$ cat src/rtl/cpr_pkg.sv
`timescale 1ns / 1ps
`default_nettype none

package cpr_pkg;

   localparam int FRAMES_DEF     = 16;
   localparam int PAGE_BITS_DEF  = 16;

   localparam int PAGE_NUM_W     = 16;
   localparam int FRAME_IDX_W    = 4;
   localparam int FAULT_W        = 32;
   localparam int CSR_W          = 5;
   localparam logic [CSR_W-1:0] CSR_RESET = CSR_W'(16);

   typedef enum logic [1:0] {
      LAP_LOOKUP,
      LAP_SWEEP,
      LAP_WRAP
   } lap_type;

   typedef struct packed {
      logic    valid;
      lap_type lap;
      logic    found;
      logic    cold;
   } tok_ctl_type;

   typedef struct packed {
      logic                   hit;
      logic                   cold_fill;
      logic                   page_fault;
      logic [FRAME_IDX_W-1:0] frame_index;
      logic [PAGE_NUM_W-1:0]  evicted_page;
      logic [FAULT_W-1:0]     fault_total;
   } result_type;

endpackage

`default_nettype wire

$ cat src/rtl/cpr_cell.sv
`timescale 1ns / 1ps
`default_nettype none

module cpr_cell
   import cpr_pkg::*;
#(
   parameter int FRAMES    = FRAMES_DEF,
   parameter int PAGE_BITS = PAGE_BITS_DEF,
   parameter int IDX       = 0
) (
   input  wire logic                 clock,
   input  wire logic                 reset,
   input  wire tok_ctl_type          tok_ctl_i,
   input  wire logic [PAGE_BITS-1:0] tok_page_i,
   input  wire logic [(FRAMES > 1 ? $clog2(FRAMES) : 1)-1:0] tok_frame_i,
   input  wire logic [PAGE_BITS-1:0] tok_evict_i,
   input  wire logic [$clog2(FRAMES+1)-1:0] count_i,
   input  wire logic [$clog2(FRAMES+1)-1:0] used_i,
   input  wire logic                 do_fill_i,
   input  wire logic [(FRAMES > 1 ? $clog2(FRAMES) : 1)-1:0] pos_i,
   output tok_ctl_type               tok_ctl_o,
   output logic [PAGE_BITS-1:0]      tok_page_o,
   output logic [(FRAMES > 1 ? $clog2(FRAMES) : 1)-1:0] tok_frame_o,
   output logic [PAGE_BITS-1:0]      tok_evict_o
);

   localparam int IW = (FRAMES > 1) ? $clog2(FRAMES) : 1;
   localparam int CW = $clog2(FRAMES + 1);

   logic [PAGE_BITS-1:0] page_ff;
   logic                 ref_ff;
   tok_ctl_type          tok_ctl_ff;
   logic [PAGE_BITS-1:0] tok_page_ff;
   logic [IW-1:0]        tok_frame_ff;
   logic [PAGE_BITS-1:0] tok_evict_ff;

   tok_ctl_type          ctl_in;
   logic [IW-1:0]        frame_in;
   logic [PAGE_BITS-1:0] evict_in;
   logic                 page_wr;
   logic                 ref_set;
   logic                 ref_clr;
   logic                 hit_range;
   logic                 fill_here;
   logic                 sweep_range;

   assign hit_range   = CW'(IDX) < used_i;
   assign fill_here   = do_fill_i && (CW'(IDX) == used_i);
   assign sweep_range = ((tok_ctl_i.lap == LAP_WRAP) || (IW'(IDX) >= pos_i))
                        && (CW'(IDX) < count_i);

   always_comb begin
      ctl_in   = tok_ctl_i;
      frame_in = tok_frame_i;
      evict_in = tok_evict_i;
      page_wr  = 1'b0;
      ref_set  = 1'b0;
      ref_clr  = 1'b0;
      if (tok_ctl_i.valid && !tok_ctl_i.found) begin
         unique case (tok_ctl_i.lap)
            LAP_LOOKUP: begin
               if (hit_range && (page_ff == tok_page_i)) begin
                  ctl_in.found = 1'b1;
                  frame_in     = IW'(IDX);
                  ref_set      = 1'b1;
               end else if (fill_here) begin
                  ctl_in.found = 1'b1;
                  ctl_in.cold  = 1'b1;
                  frame_in     = IW'(IDX);
                  page_wr      = 1'b1;
                  ref_set      = 1'b1;
               end
            end
            LAP_SWEEP, LAP_WRAP: begin
               if (sweep_range) begin
                  if (ref_ff) begin
                     ref_clr = 1'b1;
                  end else begin
                     ctl_in.found = 1'b1;
                     frame_in     = IW'(IDX);
                     evict_in     = page_ff;
                     page_wr      = 1'b1;
                     ref_set      = 1'b1;
                  end
               end
            end
            default: begin
            end
         endcase
      end
   end

   always_ff @(posedge clock) begin
      if (reset) begin
         ref_ff     <= 1'b0;
         tok_ctl_ff <= '0;
      end else begin
         tok_ctl_ff <= ctl_in;
         if (ref_set) begin
            ref_ff <= 1'b1;
         end else if (ref_clr) begin
            ref_ff <= 1'b0;
         end
      end
   end

   always_ff @(posedge clock) begin
      tok_page_ff  <= tok_page_i;
      tok_frame_ff <= frame_in;
      tok_evict_ff <= evict_in;
      if (page_wr) begin
         page_ff <= tok_page_i;
      end
   end

   assign tok_ctl_o   = tok_ctl_ff;
   assign tok_page_o  = tok_page_ff;
   assign tok_frame_o = tok_frame_ff;
   assign tok_evict_o = tok_evict_ff;

endmodule

`default_nettype wire

$ cat src/rtl/clock_page_replacement_top.sv
`timescale 1ns / 1ps
`default_nettype none

// Channel   Direction  Handshake          Payload
// req       in         req_valid/stall    req_page_number
// rsp       out        rsp_valid/stall    rsp_hit, rsp_cold_fill, rsp_page_fault,
//                                         rsp_frame_index, rsp_evicted_page,
//                                         rsp_fault_total
// csr       in         csr_wr_en          csr_wr_data (frame count)
//
// A reference token walks the cell chain one cell per cycle, one lap per pass.
// Hit or cold fill: one lap; fault: two or three laps. When the token leaves the
// last cell, the result loads the output register, or the skid if it stalls.
// One reference is in the chain at a time; the next waits for it and a free skid.
// Synchronous reset clears reference bits, fill count, hand and fault counter.
// A stalled result holds; one further result waits in a skid register.

module clock_page_replacement_top
   import cpr_pkg::*;
#(
   parameter int FRAMES    = FRAMES_DEF,
   parameter int PAGE_BITS = PAGE_BITS_DEF
) (
   input  wire logic                   clock,
   input  wire logic                   reset,
   input  wire logic                   req_valid,
   output logic                        req_stall,
   input  wire logic [PAGE_NUM_W-1:0]  req_page_number,
   output logic                        rsp_valid,
   input  wire logic                   rsp_stall,
   output logic                        rsp_hit,
   output logic                        rsp_cold_fill,
   output logic                        rsp_page_fault,
   output logic [FRAME_IDX_W-1:0]      rsp_frame_index,
   output logic [PAGE_NUM_W-1:0]       rsp_evicted_page,
   output logic [FAULT_W-1:0]          rsp_fault_total,
   input  wire logic                   csr_wr_en,
   input  wire logic [CSR_W-1:0]       csr_wr_data
);

   localparam int IW = (FRAMES > 1) ? $clog2(FRAMES) : 1;
   localparam int CW = $clog2(FRAMES + 1);

   logic [CSR_W-1:0]   csr_ff;
   logic               busy_ff;
   logic [CW-1:0]      filled_ff;
   logic [IW-1:0]      hand_ff;
   logic [FAULT_W-1:0] fault_ff;
   logic               rsp_valid_ff;
   result_type         rsp_ff;
   logic               skid_valid_ff;
   result_type         skid_ff;

   tok_ctl_type          tok_ctl   [0:FRAMES];
   logic [PAGE_BITS-1:0] tok_page  [0:FRAMES];
   logic [IW-1:0]        tok_frame [0:FRAMES];
   logic [PAGE_BITS-1:0] tok_evict [0:FRAMES];

   logic [CW-1:0]      count_act;
   logic [CW-1:0]      used;
   logic               do_fill;
   logic [IW-1:0]      pos;
   logic               accept;
   logic               reinject;
   logic               done;
   tok_ctl_type        exit_ctl;
   logic [CW-1:0]      hand_next;
   logic [IW-1:0]      hand_in;
   logic [FAULT_W-1:0] fault_in;
   result_type         res;

   always_comb begin
      priority if (csr_ff == '0) begin
         count_act = CW'(1);
      end else if (32'(csr_ff) > FRAMES) begin
         count_act = CW'(FRAMES);
      end else begin
         count_act = CW'(csr_ff);
      end
   end

   assign do_fill = filled_ff < count_act;
   assign used    = do_fill ? filled_ff : count_act;
   assign pos     = (CW'(hand_ff) < count_act) ? hand_ff : '0;

   assign exit_ctl  = tok_ctl[FRAMES];
   assign req_stall = busy_ff || skid_valid_ff;
   assign accept    = req_valid && !req_stall;
   assign done      = exit_ctl.valid && exit_ctl.found;
   assign reinject  = exit_ctl.valid && !exit_ctl.found && (exit_ctl.lap != LAP_WRAP);

   always_comb begin
      tok_ctl[0]   = '0;
      tok_page[0]  = tok_page[FRAMES];
      tok_frame[0] = tok_frame[FRAMES];
      tok_evict[0] = tok_evict[FRAMES];
      if (accept) begin
         tok_ctl[0].valid = 1'b1;
         tok_ctl[0].lap   = LAP_LOOKUP;
         tok_page[0]      = PAGE_BITS'(req_page_number);
         tok_frame[0]     = '0;
         tok_evict[0]     = '0;
      end else if (reinject) begin
         tok_ctl[0]     = exit_ctl;
         tok_ctl[0].lap = (exit_ctl.lap == LAP_LOOKUP) ? LAP_SWEEP : LAP_WRAP;
      end
   end

   genvar gi;
   generate
      for (gi = 0; gi < FRAMES; gi++) begin : g_cell
         cpr_cell #(
            .FRAMES    (FRAMES),
            .PAGE_BITS (PAGE_BITS),
            .IDX       (gi)
         ) u_cell (
            .clock       (clock),
            .reset       (reset),
            .tok_ctl_i   (tok_ctl[gi]),
            .tok_page_i  (tok_page[gi]),
            .tok_frame_i (tok_frame[gi]),
            .tok_evict_i (tok_evict[gi]),
            .count_i     (count_act),
            .used_i      (used),
            .do_fill_i   (do_fill),
            .pos_i       (pos),
            .tok_ctl_o   (tok_ctl[gi+1]),
            .tok_page_o  (tok_page[gi+1]),
            .tok_frame_o (tok_frame[gi+1]),
            .tok_evict_o (tok_evict[gi+1])
         );
      end
   endgenerate

   assign hand_next = CW'(tok_frame[FRAMES]) + CW'(1);
   assign hand_in   = (hand_next == count_act) ? '0 : IW'(hand_next);
   assign fault_in  = (fault_ff == '1) ? fault_ff : fault_ff + FAULT_W'(1);

   always_comb begin
      res.hit          = !exit_ctl.cold && (exit_ctl.lap == LAP_LOOKUP);
      res.cold_fill    = exit_ctl.cold;
      res.page_fault   = exit_ctl.lap != LAP_LOOKUP;
      res.frame_index  = FRAME_IDX_W'(tok_frame[FRAMES]);
      res.evicted_page = PAGE_NUM_W'(tok_evict[FRAMES]);
      res.fault_total  = res.page_fault ? fault_in : fault_ff;
   end

   always_ff @(posedge clock) begin
      if (reset) begin
         csr_ff        <= CSR_RESET;
         busy_ff       <= 1'b0;
         filled_ff     <= '0;
         hand_ff       <= '0;
         fault_ff      <= '0;
         rsp_valid_ff  <= 1'b0;
         skid_valid_ff <= 1'b0;
      end else begin
         if (csr_wr_en) begin
            csr_ff <= csr_wr_data;
         end
         if (accept) begin
            busy_ff <= 1'b1;
         end
         if (done) begin
            busy_ff <= 1'b0;
            if (exit_ctl.cold) begin
               filled_ff <= filled_ff + CW'(1);
            end
            if (exit_ctl.lap != LAP_LOOKUP) begin
               hand_ff  <= hand_in;
               fault_ff <= fault_in;
            end
            if (!rsp_valid_ff || !rsp_stall) begin
               rsp_valid_ff <= 1'b1;
            end else begin
               skid_valid_ff <= 1'b1;
            end
         end else if (rsp_valid_ff && !rsp_stall) begin
            if (skid_valid_ff) begin
               skid_valid_ff <= 1'b0;
            end else begin
               rsp_valid_ff <= 1'b0;
            end
         end
      end
   end

   always_ff @(posedge clock) begin
      if (done) begin
         if (!rsp_valid_ff || !rsp_stall) begin
            rsp_ff <= res;
         end else begin
            skid_ff <= res;
         end
      end else if (rsp_valid_ff && !rsp_stall && skid_valid_ff) begin
         rsp_ff <= skid_ff;
      end
   end

   assign rsp_valid        = rsp_valid_ff;
   assign rsp_hit          = rsp_ff.hit;
   assign rsp_cold_fill    = rsp_ff.cold_fill;
   assign rsp_page_fault   = rsp_ff.page_fault;
   assign rsp_frame_index  = rsp_ff.frame_index;
   assign rsp_evicted_page = rsp_ff.evicted_page;
   assign rsp_fault_total  = rsp_ff.fault_total;

   a_wrap_found: assert property (@(posedge clock) disable iff (reset)
      exit_ctl.valid && (exit_ctl.lap == LAP_WRAP) |-> exit_ctl.found)
      else $error("wrap lap ended without a victim");

   a_fill_found: assert property (@(posedge clock) disable iff (reset)
      exit_ctl.valid && (exit_ctl.lap == LAP_LOOKUP) && do_fill |-> exit_ctl.found)
      else $error("lookup lap with a free frame ended unresolved");

   a_skid_order: assert property (@(posedge clock) disable iff (reset)
      skid_valid_ff |-> rsp_valid_ff)
      else $error("skid register full with output register empty");

   a_single_token: assert property (@(posedge clock) disable iff (reset)
      exit_ctl.valid |-> busy_ff && !accept)
      else $error("token in chain while idle or new transfer taken");

   a_fill_bound: assert property (@(posedge clock) disable iff (reset)
      filled_ff <= CW'(FRAMES))
      else $error("fill count beyond frame table");

endmodule

`default_nettype wire

$ cat config.mk
export PLATFORM = sky130hd
export DESIGN_NAME = clock_page_replacement_top
export DESIGN_NICKNAME = d
export VERILOG_FILES = /design/src/rtl/cpr_pkg.sv /design/src/rtl/cpr_cell.sv /design/src/rtl/clock_page_replacement_top.sv
export SDC_FILE = /design/constraint.sdc
export NUM_CORES = 1
export LEC_CHECK = 0
export ABC_AREA = 1
export BUFFER_PORTS_ARGS = -buffer_cell sky130_fd_sc_hd__buf_4
export CAP_MARGIN = 20
export CORE_ASPECT_RATIO = 0.75
export CORE_MARGIN = 2
export CORE_UTILIZATION = 43
export DETAILED_ROUTE_END_ITERATION = 10
export REMOVE_ABC_BUFFERS = 1
export SETUP_SLACK_MARGIN = 0.4
export SLEW_MARGIN = 20
export SYNTH_ARGS = -nofsm -noshare
export SYNTH_HDL_FRONTEND = slang
export SYNTH_HIERARCHICAL = 1
export SYNTH_SLANG_ARGS = --single-unit
$ cat constraint.sdc
create_clock -name clock -period 5.3 [get_ports clock]
set_clock_uncertainty 0.05 [all_clocks]
set_input_delay 0.265 -clock clock [delete_from_list [all_inputs] [get_ports clock]]
set_output_delay 0.265 -clock clock [all_outputs]
set_load 0.005 [all_outputs]
# Word level (Yosys, flattened, before mapping)
# Cells that the tools add are included.
[op_classes]
bitwise_logic = 1
order_cmp = 51
add_sub_neg = 3
muxes = 552
n_eq_ne = 69
reduce_logical = 171
[ops]
columns = ["operator", "count"]
rows = [
  ["16-bit two-way mux", 66],
  ["4-bit two-way mux", 83],
  ["1-bit two-way mux", 295],
  ["16-bit == test", 16],
  ["55-bit two-way mux", 3],
  ["4-bit one-hot mux with 2 select lines", 16],
  ["1-bit one-hot mux with 2 select lines", 48],
  ["4-bit by 5-bit less-than comparator with 1-bit output, first input constant", 16],
  ["1-bit logical AND", 71],
  ["2-bit two-way mux", 34],
  ["32-bit two-way mux", 2],
  ["4-bit by 5-bit == test with 1-bit output, first input constant", 8],
  ["3-bit by 5-bit less-than comparator with 1-bit output, first input constant", 8],
  ["2-bit nonzero test", 19],
  ["2-bit logical NOT", 17],
  ["2-bit OR reduction", 17],
  ["32-bit by 1-bit adder with 32-bit output, second input constant", 1],
  ["2-bit by 1-bit == test with 1-bit output, second input constant", 16],
  ["2-bit == test, second input constant", 16],
  ["32-bit == test, second input constant", 1],
  ["4-bit >= comparator, first input constant", 8],
  ["1-bit logical NOT", 21],
  ["3-bit by 5-bit == test with 1-bit output, first input constant", 4],
  ["1-bit by 5-bit less-than comparator with 1-bit output, first input constant", 4],
  ["other kinds (21)", 57],
]
[totals]
reg_bits = 1087
in_bits = 26
output_inout_bits = 57

# Logic depth before layout (Yosys ltp)
# Gate-level depths: netlist of the first run.
[depth]
depth_word = 13
depth_mapped = 23
depth_no_buf = 22

# Cells and area by module
# The synthesis of the first run kept the hierarchy.
[modules_own_cells]
columns = ["module", "cells_each", "area_each_um2", "n_inst"]
rows = [
  ["clock_page_replacement_top", 963, 7830.0, 1],
  ["cpr_cell (g_cell[8].u_cell)", 229, 2222.1, 1],
  ["cpr_cell (g_cell[10].u_cell)", 242, 2178.3, 1],
  ["cpr_cell (g_cell[4].u_cell)", 223, 2147.1, 1],
  ["cpr_cell (g_cell[2].u_cell)", 227, 2138.3, 1],
  ["cpr_cell (g_cell[6].u_cell)", 222, 2137.0, 1],
  ["cpr_cell (g_cell[5].u_cell)", 219, 2135.8, 1],
  ["cpr_cell (g_cell[1].u_cell)", 220, 2134.5, 1],
  ["cpr_cell (g_cell[9].u_cell)", 226, 2105.8, 1],
  ["cpr_cell (g_cell[11].u_cell)", 221, 2087.0, 1],
  ["cpr_cell (g_cell[12].u_cell)", 220, 2082.0, 1],
  ["cpr_cell (g_cell[14].u_cell)", 232, 2082.0, 1],
  ["cpr_cell (g_cell[13].u_cell)", 202, 2060.7, 1],
  ["cpr_cell (g_cell[0].u_cell)", 191, 2054.5, 1],
  ["+3 rows", "-", "-", "-"],
]

# Worst setup path before layout of the first run
# No wires, ideal clock.
[synth_timing]
path_kind = "reg2reg"
startpoint = "register csr_ff[4]"
endpoint = "register g_cell[15].u_cell.page_ff[0], enable pin"
path_buffers = 1
setup_time_ps = 394
stages_incl_launch_ff = 15
period_less_slack_ps = 5140
setup_slack_ps = 160
t_arrival_ps = 4695
t_required_ps = 4856
path_cell_list = "dfxtp_1 > nor2_1 > inv_1 > ha_1 > nand2_1 > nor2_1 > a211oi_1 > nand2_1 > buf_2 > o21ai_0 > nand2_1 > nor3b_1 > nand4_1 > or2_2 > a21oi_1"
[synth_via]
elab_chain_len = 11
elab_cells_between_ends = 21
classes_between = "order compare (6); eq/ne (1); mux (9); reduce/logical (5)"
[synth_lines]
columns = ["element", "line", "rtl"]
rows = [
  ["start: declaration", "clock_page_replacement_top.sv:44", "logic [CSR_W-1:0] csr_ff;"],
  ["start signal: assignment", "clock_page_replacement_top.sv:159", "csr_ff <= csr_wr_data;"],
  ["5-bit greater-than comparator", "clock_page_replacement_top.sv:75", "end else if (32'(csr_ff) > FRAMES) begin"],
  ["5-bit two-way mux", "clock_page_replacement_top.sv:75", ""],
  ["5-bit two-way mux *", "clock_page_replacement_top.sv:73", "priority if (csr_ff == '0) begin"],
  ["via count_act[3]", "clock_page_replacement_top.sv:59", "logic [CW-1:0] count_act;"],
  ["5-bit less-than comparator *", "clock_page_replacement_top.sv:82", "assign do_fill = filled_ff < count_act;"],
  ["5-bit two-way mux *", "clock_page_replacement_top.sv:83", "assign used = do_fill ? filled_ff : count_act;"],
  ["via used[1]", "clock_page_replacement_top.sv:60", "logic [CW-1:0] used;"],
  ["branches (longest 3 deep; another with 4-bit by 5-bit less-than comparator with 1-bit output)", "-", ""],
  ["1-bit two-way mux *", "cpr_cell.sv:62", "if (hit_range && (page_ff == tok_page_i)) begin"],
  ["1-bit one-hot mux with 2 select lines *", "cpr_cell.sv:60", "unique case (tok_ctl_i.lap)"],
  ["1-bit two-way mux *", "cpr_cell.sv:59", "if (tok_ctl_i.valid && !tok_ctl_i.found) begin"],
  ["via g_cell[15].u_cell.page_wr", "cpr_cell.sv:40", "logic page_wr;"],
  ["end signal: assignment", "cpr_cell.sv:112", "page_ff <= tok_page_i;"],
  ["end: declaration", "cpr_cell.sv:30", "logic [PAGE_BITS-1:0] page_ff;"],
]
# Mark *: on every way through the listed nets, which the timed path passes.
# A chain may end at the register's enable or synchronous reset.

# Worst setup path after layout of the first run
[layout_timing]
startpoint = "register csr_ff[4]"
endpoint = "register g_cell[15].u_cell.page_ff[10], enable pin"
[layout_via]
elab_chain_len = 11
elab_cells_between_ends = 21
classes_between = "order compare (6); eq/ne (1); mux (9); reduce/logical (5)"
[layout_lines]
columns = ["element", "line"]
rows = [
  ["5-bit greater-than comparator", "clock_page_replacement_top.sv:75"],
  ["5-bit two-way mux", "clock_page_replacement_top.sv:75"],
  ["5-bit two-way mux *", "clock_page_replacement_top.sv:73"],
  ["5-bit less-than comparator", "clock_page_replacement_top.sv:82"],
  ["5-bit two-way mux *", "clock_page_replacement_top.sv:83"],
  ["via used[0]", "clock_page_replacement_top.sv:60"],
  ["branches (longest 3 deep; another with 4-bit by 5-bit less-than comparator with 1-bit output)", "-"],
  ["1-bit two-way mux *", "cpr_cell.sv:62"],
  ["1-bit one-hot mux with 2 select lines *", "cpr_cell.sv:60"],
  ["1-bit two-way mux *", "cpr_cell.sv:59"],
  ["via g_cell[15].u_cell.page_wr", "cpr_cell.sv:40"],
]
# Marked as above.

==> flow_summary.json, run 1 <==
{
  "cpPeakStageDelay_ns": 0.88,
  "drv_slew": 0,
  "timing.critical_path.buf_inv": 2,
  "drive_above_1_share_pct": 11.40,
  "p_seq_share_pct": 53.9,
  "cts.clk_slew.worst_paths_ns": 0.07,
  "yosysUniqueCellTypes": 70,
  "ys_ff_latch": 1087,
  "final_cell_mix": "nand2_1, dfxtp_1, inv_1",
  "gr-usage-all-layers_pct": 19.77,
  "vias": 28040,
  "cts_root_buffer": "clkbuf_16",
  "crit_chain": "clkinv_1 > nand2_1 > ha_1 > a21oi_1 > nor2_1 > a211oi_1 > nand2_1 > o21ai_2 > nor3b_1 > nand4_1 > or2_2 > a21oi_1 > buf_4",
  "synth_xor_xnor_area_share_pct": 2.057,
  "p_sw_mw": 3.952,
  "pre_cts_ws_ns": 1.124,
  "dpl.cell_count": 5725,
  "holdWs_ns": 0.3302,
  "wirelength_um": 97930,
  "status": "finished, final reports clean",
  "ff2ff_setup_slack_ns": 1.03,
  "fmax_ghz": 0.2345,
  "stdcell_count": 5941,
  "synthAdderAreaFrac_pct": 1.719,
  "met3_usage_pct": 3.930,
  "combinationalPowerShare_pct": 3.9,
  "overflow": 0,
  "worst_pin_slew_ns": 1.024,
  "grt_pass1_vias": 26110,
  "setup_viol": 0,
  "cts_sinks": 1087,
  "postRouteAntennaNets": 0,
  "hp-start": "g_cell[13].u_cell/tok_page_o[1]",
  "fp.dieH_um": 273,
  "setup_ws_ns": 1.035,
  "synth-compound-area-share_pct": 6.279,
  "swShare_pct": 22.88,
  "slew_headroom_pct": 31.71,
  "ioPinCount": 83,
  "synthMuxAreaShare_pct": 1.212,
  "dpl_cell_area_mm2": 0.04342,
  "critPathKind": "reg -> reg",
  "reg2reg_from": "csr_ff[4]",
  "clockBufferDepth": 3,
  "yosysWarnings": 6,
  "grt_antenna_before_repair": 5,
  "grt_max_degree": 62,
  "rsz0062_at_grt": "no",
  "cts_made_buffers": 102,
  "finalNetCount": 4686,
  "cts-htree-levels": 3,
  "dieArea_mm2": 0.09901,
  "wire_per_inst_um": 16.48,
  "synth_area_mm2": 0.04149,
  "drc": 0,
  "vias_per_cell": 4.720,
  "cts_resized": 0,
  "final_area_mm2": 0.04703,
  "place_congestion": 0.9287,
  "num_rows": 98,
  "grt_pass1_wl_um": 151200,
  "cp_top_family": "simple AND/OR/NAND/NOR gates",
  "min_period_over_period_pct": 80.48,
  "vdd_drop_max_mv": 0.2555,
  "synth_seq_area_share_pct": 61.28,
  "pwr_density_cell_mw_per_mm2": 367.2,
  "hold_viol_final": 0,
  "diodes": 0,
  "p_clk_share_pct": 42.2,
  "drv_cap": 0,
  "total_power_mw": 17.27,
  "cp.required_ns": 5.63,
  "hold_path_class": "reg -> reg",
  "synth-edff-count": 366,
  "layout_commonest_cell": "nand2_1",
  "fin_setup_tns_ns": 0,
  "period_minus_slack_ns": 4.265,
  "drt-initial-drc-count": 2577,
  "synth_top_family_by_area": "simple AND/OR/NAND/NOR gates",
  "grt_util_met2_pct": 26.64,
  "gr-max-usage-layer": "met1",
  "critPathSlowestCell": "o21ai_2",
  "initial_core_util_pct": 43.43,
  "core_mm2": 0.09552,
  "postLayoutCoreUtil_pct": 49.24,
  "cts_tree": "done",
  "synth_cells": 4436,
  "crit_arrival_ns": 4.59,
  "synth-simple-area-share_pct": 20.34,
  "end_kind": "flop",
  "io_buffers": 82,
  "worstRegToRegCells": 13,
  "cp_max_fo": 18,
  "synth_flop_cell": "dfxtp_1",
  "nFillCells": 8696,
  "p_leak_nw": 20.11,
  "synthArstFlopShare_pct": 0,
  "cp-start-kind": "flop",
  "syn2layout_area_growth_pct": 13.37,
  "holdPathStages": 0,
  "power.internal_mw": 13.32,
  "clkLatencyLatePin_ns": 0.70,
  "gr-usage-met1_pct": 31.97,
  "syn_avg_cell_area_um2": 9.352,
  "dr.pass1.iters": 5,
  "dpl.hpwl_um": 71010,
  "holdPathEnd": "g_cell[14].u_cell/tok_page_o[1]",
  "r2r-end": "g_cell[15].u_cell/page_ff[10]",
  "fp.dieW_um": 362.7
}
cells by family after synthesis:
logic type	count (synthesis)
multiplexers	39
AO/OA/AOI/OAI	421
XOR/XNOR	94
flip-flops	1087
buffers and inverters	720
other	1
AND/OR/NAND/NOR	2017
adder cells (fa/ha/maj)	57
area by class of cell:
cell class / count / area, µm² / area share [%]
clock inverters: 44 / 419.2 / 0.8912
clock buffers: 148 / 2949 / 6.270
multi-input cells: 2630 / 13160 / 27.98
well taps: 1250 / 1564 / 3.325
repair buffers: 134 / 1066 / 2.267
flip-flops and latches: 1087 / 25420 / 54.06
inverters: 648 / 2452 / 5.214
flip-flops by register name, indices dropped and copies added, names as in the netlist:
name,cells
g_cell.u_cell/page_ff,256
g_cell.u_cell/tok_evict_o,256
g_cell.u_cell/tok_page_o,256
g_cell.u_cell/tok_ctl_o,80
g_cell.u_cell/tok_frame_o,64
skid_ff,55
fault_ff,32
rsp_fault_total,32
g_cell.u_cell/ref_ff,16
rsp_evicted_page,16
csr_ff,5
filled_ff,5
hand_ff,4
rsp_frame_index,4
busy_ff,1
rsp_cold_fill,1
rsp_hit,1
rsp_page_fault,1
rsp_valid,1
skid_valid_ff,1
synthesized netlist by cell type (4+ instances only):
cell type  count  share of area (%)
nand2_1     1323                 12
dfxtp_1      721                 35
inv_1        617                5.6
nor2_1       377                3.4
edfxtp_1     366                 26
o21ai_0      190                2.3
nand3_1      142                1.7
a21oi_1       86                1.0
xnor2_1       66                1.4
o21ai_2       65                1.4
ha_1          57                1.7
nand2_2       41               0.62
nand4_1       30               0.45
inv_2         24               0.22
xor2_1        24               0.51
clkbuf_1      23               0.21
mux2_2        22               0.60
buf_6         19               0.52
a21boi_0      18               0.33
mux2_4        17               0.62
nor2_2        17               0.26
nor3_1        17               0.21
o21ai_1       17               0.21
buf_2         13               0.16
buf_1         10              0.090
nand2_4        9               0.24
and2_1         8               0.12
o31ai_1        8               0.14
nand3_2        7               0.17
nand3b_1       7               0.13
nor2_4         7               0.19
nor2_8         6               0.29
or2_2          6              0.090
nor4_1         5              0.075
a21oi_4        4               0.16
inv_4          4              0.060
xor2_2         4               0.16
what timing repair did:
item / 4_1_cts / 5_1_grt
hold endpoints to repair: 53 / 0
setup buffers: 0 / 0
endpoints found under the setup margin: 0 / 0
hold buffers: 24 / 0
power by group through the flow:
stage / Clock, mW / Combinational, mW / Sequential [mW]
2_1_floorplan: 0 / 0.454 / 9.32
3_3_place_gp: 0 / 0.641 / 9.48
3_5_place_dp: 0 / 0.647 / 9.48
4_1_cts: 7.44 / 0.668 / 9.31
5_1_grt: 7.77 / 0.761 / 9.35
6_report: 7.29 / 0.673 / 9.31
worst max-delay path by stage:
stage               from                            end  slack (ns)  cells after the start
4_1_cts        csr_ff[4]   g_cell[15].u_cell/page_ff[0]        1.09                     13
5_1_grt        csr_ff[4]   g_cell[13].u_cell/page_ff[6]        0.65                     13
3_3_place_gp   csr_ff[4]  g_cell[13].u_cell/page_ff[13]        1.19                     13
6_report       csr_ff[4]  g_cell[15].u_cell/page_ff[10]        1.03                     13
3_5_place_dp   csr_ff[4]   g_cell[15].u_cell/page_ff[6]        1.12                     13
2_1_floorplan  csr_ff[4]   g_cell[15].u_cell/page_ff[0]       -0.05                     13
metal layers:
| metal | wire, µm | vias to the layer above |
|---|---|---|
| li1 | - | 14250 |
| met1 | 52090 | 12980 |
| met2 | 37870 | 693 |
| met3 | 6228 | 125 |
| met4 | 1750 | 0 |
| met5 | 0 | - |
Power figures use the tool's default switching activity.
==> inputs of run 2 (changes only) <==
- clock period: 5.3 -> 4.2 ns (I/O delays scaled with it)
==> flow_summary.json, run 2 (synthesis gave the netlist of run 1 again) <==
{
  "cts_sinks": 1087,
  "finalNetCount": 4703,
  "dieArea_mm2": 0.09901,
  "cp-start-kind": "flop",
  "fmax_ghz": 0.2829,
  "gr-usage-all-layers_pct": 19.70,
  "period_minus_slack_ns": 3.534,
  "total_power_mw": 22.13,
  "setup_viol": 0,
  "critPathKind": "reg -> reg",
  "cts-htree-levels": 3,
  "final_area_mm2": 0.04743,
  "final_cell_mix": "nand2_1, dfxtp_1, inv_1",
  "grt_max_degree": 61,
  "cp_top_family": "simple AND/OR/NAND/NOR gates",
  "core_mm2": 0.09552,
  "wirelength_um": 97640,
  "place_congestion": 0.9521,
  "cp.required_ns": 4.52,
  "rsz0062_at_grt": "no",
  "p_leak_nw": 20.27,
  "grt_pass1_vias": 26130,
  "min_period_over_period_pct": 84.15,
  "worstRegToRegCells": 14,
  "crit_arrival_ns": 3.85,
  "vdd_drop_max_mv": 0.2932,
  "crit_chain": "clkinvlp_4 > nand2_2 > ha_1 > a21oi_1 > nor2_1 > a211oi_2 > nand2_1 > o21ai_2 > buf_4 > nand2_1 > nor4_2 > nand3_1 > a21oi_1 > buf_4",
  "holdWs_ns": 0.2472,
  "nFillCells": 8711,
  "cp_max_fo": 16,
  "cts_root_buffer": "clkbuf_16",
  "fp.dieW_um": 362.7,
  "dr.pass1.iters": 5,
  "overflow": 0,
  "worst_pin_slew_ns": 0.8814,
  "drt-initial-drc-count": 2500,
  "postRouteAntennaNets": 0,
  "cts.clk_slew.worst_paths_ns": 0.07,
  "syn2layout_area_growth_pct": 14.32,
  "grt_pass1_wl_um": 150400,
  "grt_antenna_before_repair": 6,
  "hold_path_class": "in -> reg",
  "hold_viol_final": 0,
  "initial_core_util_pct": 43.43,
  "drive_above_1_share_pct": 11.96,
  "cp.depth": 14,
  "slew_headroom_pct": 41.10,
  "end_kind": "flop",
  "fp.dieH_um": 273,
  "io_buffers": 82,
  "layout_commonest_cell": "nand2_1",
  "clkLatencyLatePin_ns": 0.70,
  "timing.critical_path.buf_inv": 3,
  "drv_slew": 0,
  "status": "finished, final reports clean",
  "pre_cts_ws_ns": 0.4415,
  "vias": 28120,
  "critPathSlowestCell": "nor4_2",
  "cts_made_buffers": 100,
  "cpPeakStageDelay_ns": 0.42,
  "wire_per_inst_um": 16.39,
  "setup_ws_ns": 0.6657,
  "cts_tree": "done",
  "dpl.hpwl_um": 71030,
  "num_rows": 98,
  "drv_cap": 0,
  "vias_per_cell": 4.720,
  "clockBufferDepth": 3,
  "holdPathStages": 4,
  "postLayoutCoreUtil_pct": 49.65,
  "pwr_density_cell_mw_per_mm2": 466.7,
  "dpl_cell_area_mm2": 0.04354,
  "diodes": 0,
  "ioPinCount": 83,
  "drc": 0
}
run 2: what timing repair did:
item	CTS	global route
buffers inserted	0	4
setup endpoints to repair	0	255
hold buffers	24	0
resized for setup	0	11
endpoints found under the hold margin	70	0
run 2: cell type report:
cell class,instances,area [µm²],area share (%)
inverter,648,2456,5.178
multi-input combinational,2631,13200,27.84
clock buffer,145,3042,6.413
tap,1250,1564,3.298
sequential,1087,25420,53.60
clock inverter,44,471.7,0.9945
timing repair buffer,152,1267,2.672
run 2: path summary, 6_finish.rpt:
path | from | to | slack [ns]
max | csr_ff[4] | g_cell[13].u_cell/page_ff[14] | 0.67
min | rsp_stall | skid_valid_ff | 0.25
max reg2reg | csr_ff[4] | g_cell[13].u_cell/page_ff[14] | 0.67
min reg2reg | g_cell[13].u_cell/tok_page_o[2] | g_cell[14].u_cell/tok_page_o[2] | 0.32
run 2: per-stage QoR:
step	std cells	setup TNS, ns
2_1_floorplan	4365	-238.24
3_3_place_gp	5739	0
3_5_place_dp	5739	0
4_1_cts	5952	0
5_1_grt	5957	0
6_report	5957	0
run 2: power by group:
part / total (mW) / switching, mW / internal [mW]
Clock: 9.54 / 4.03 / 5.51
Combinational: 0.850 / 0.522 / 0.328
Sequential: 11.7 / 0.430 / 11.3
run 2: worst min-delay path, stage by stage:
cell and delay, ns:
dlygate4sd3_1 0.53, buf_4 0.11, nor3_1 0.04, nor2_1 0.08
run 2: metal layers:
metal | vias to the layer above | track usage, % | share of wire [%]
li1 | 14290 | - | -
met1 | 12980 | 31.66 | 52
met2 | 731 | 26.37 | 39
met3 | 120 | 4.316 | 7.1
met4 | 0 | 4.477 | 1.8
met5 | - | 0 | 0
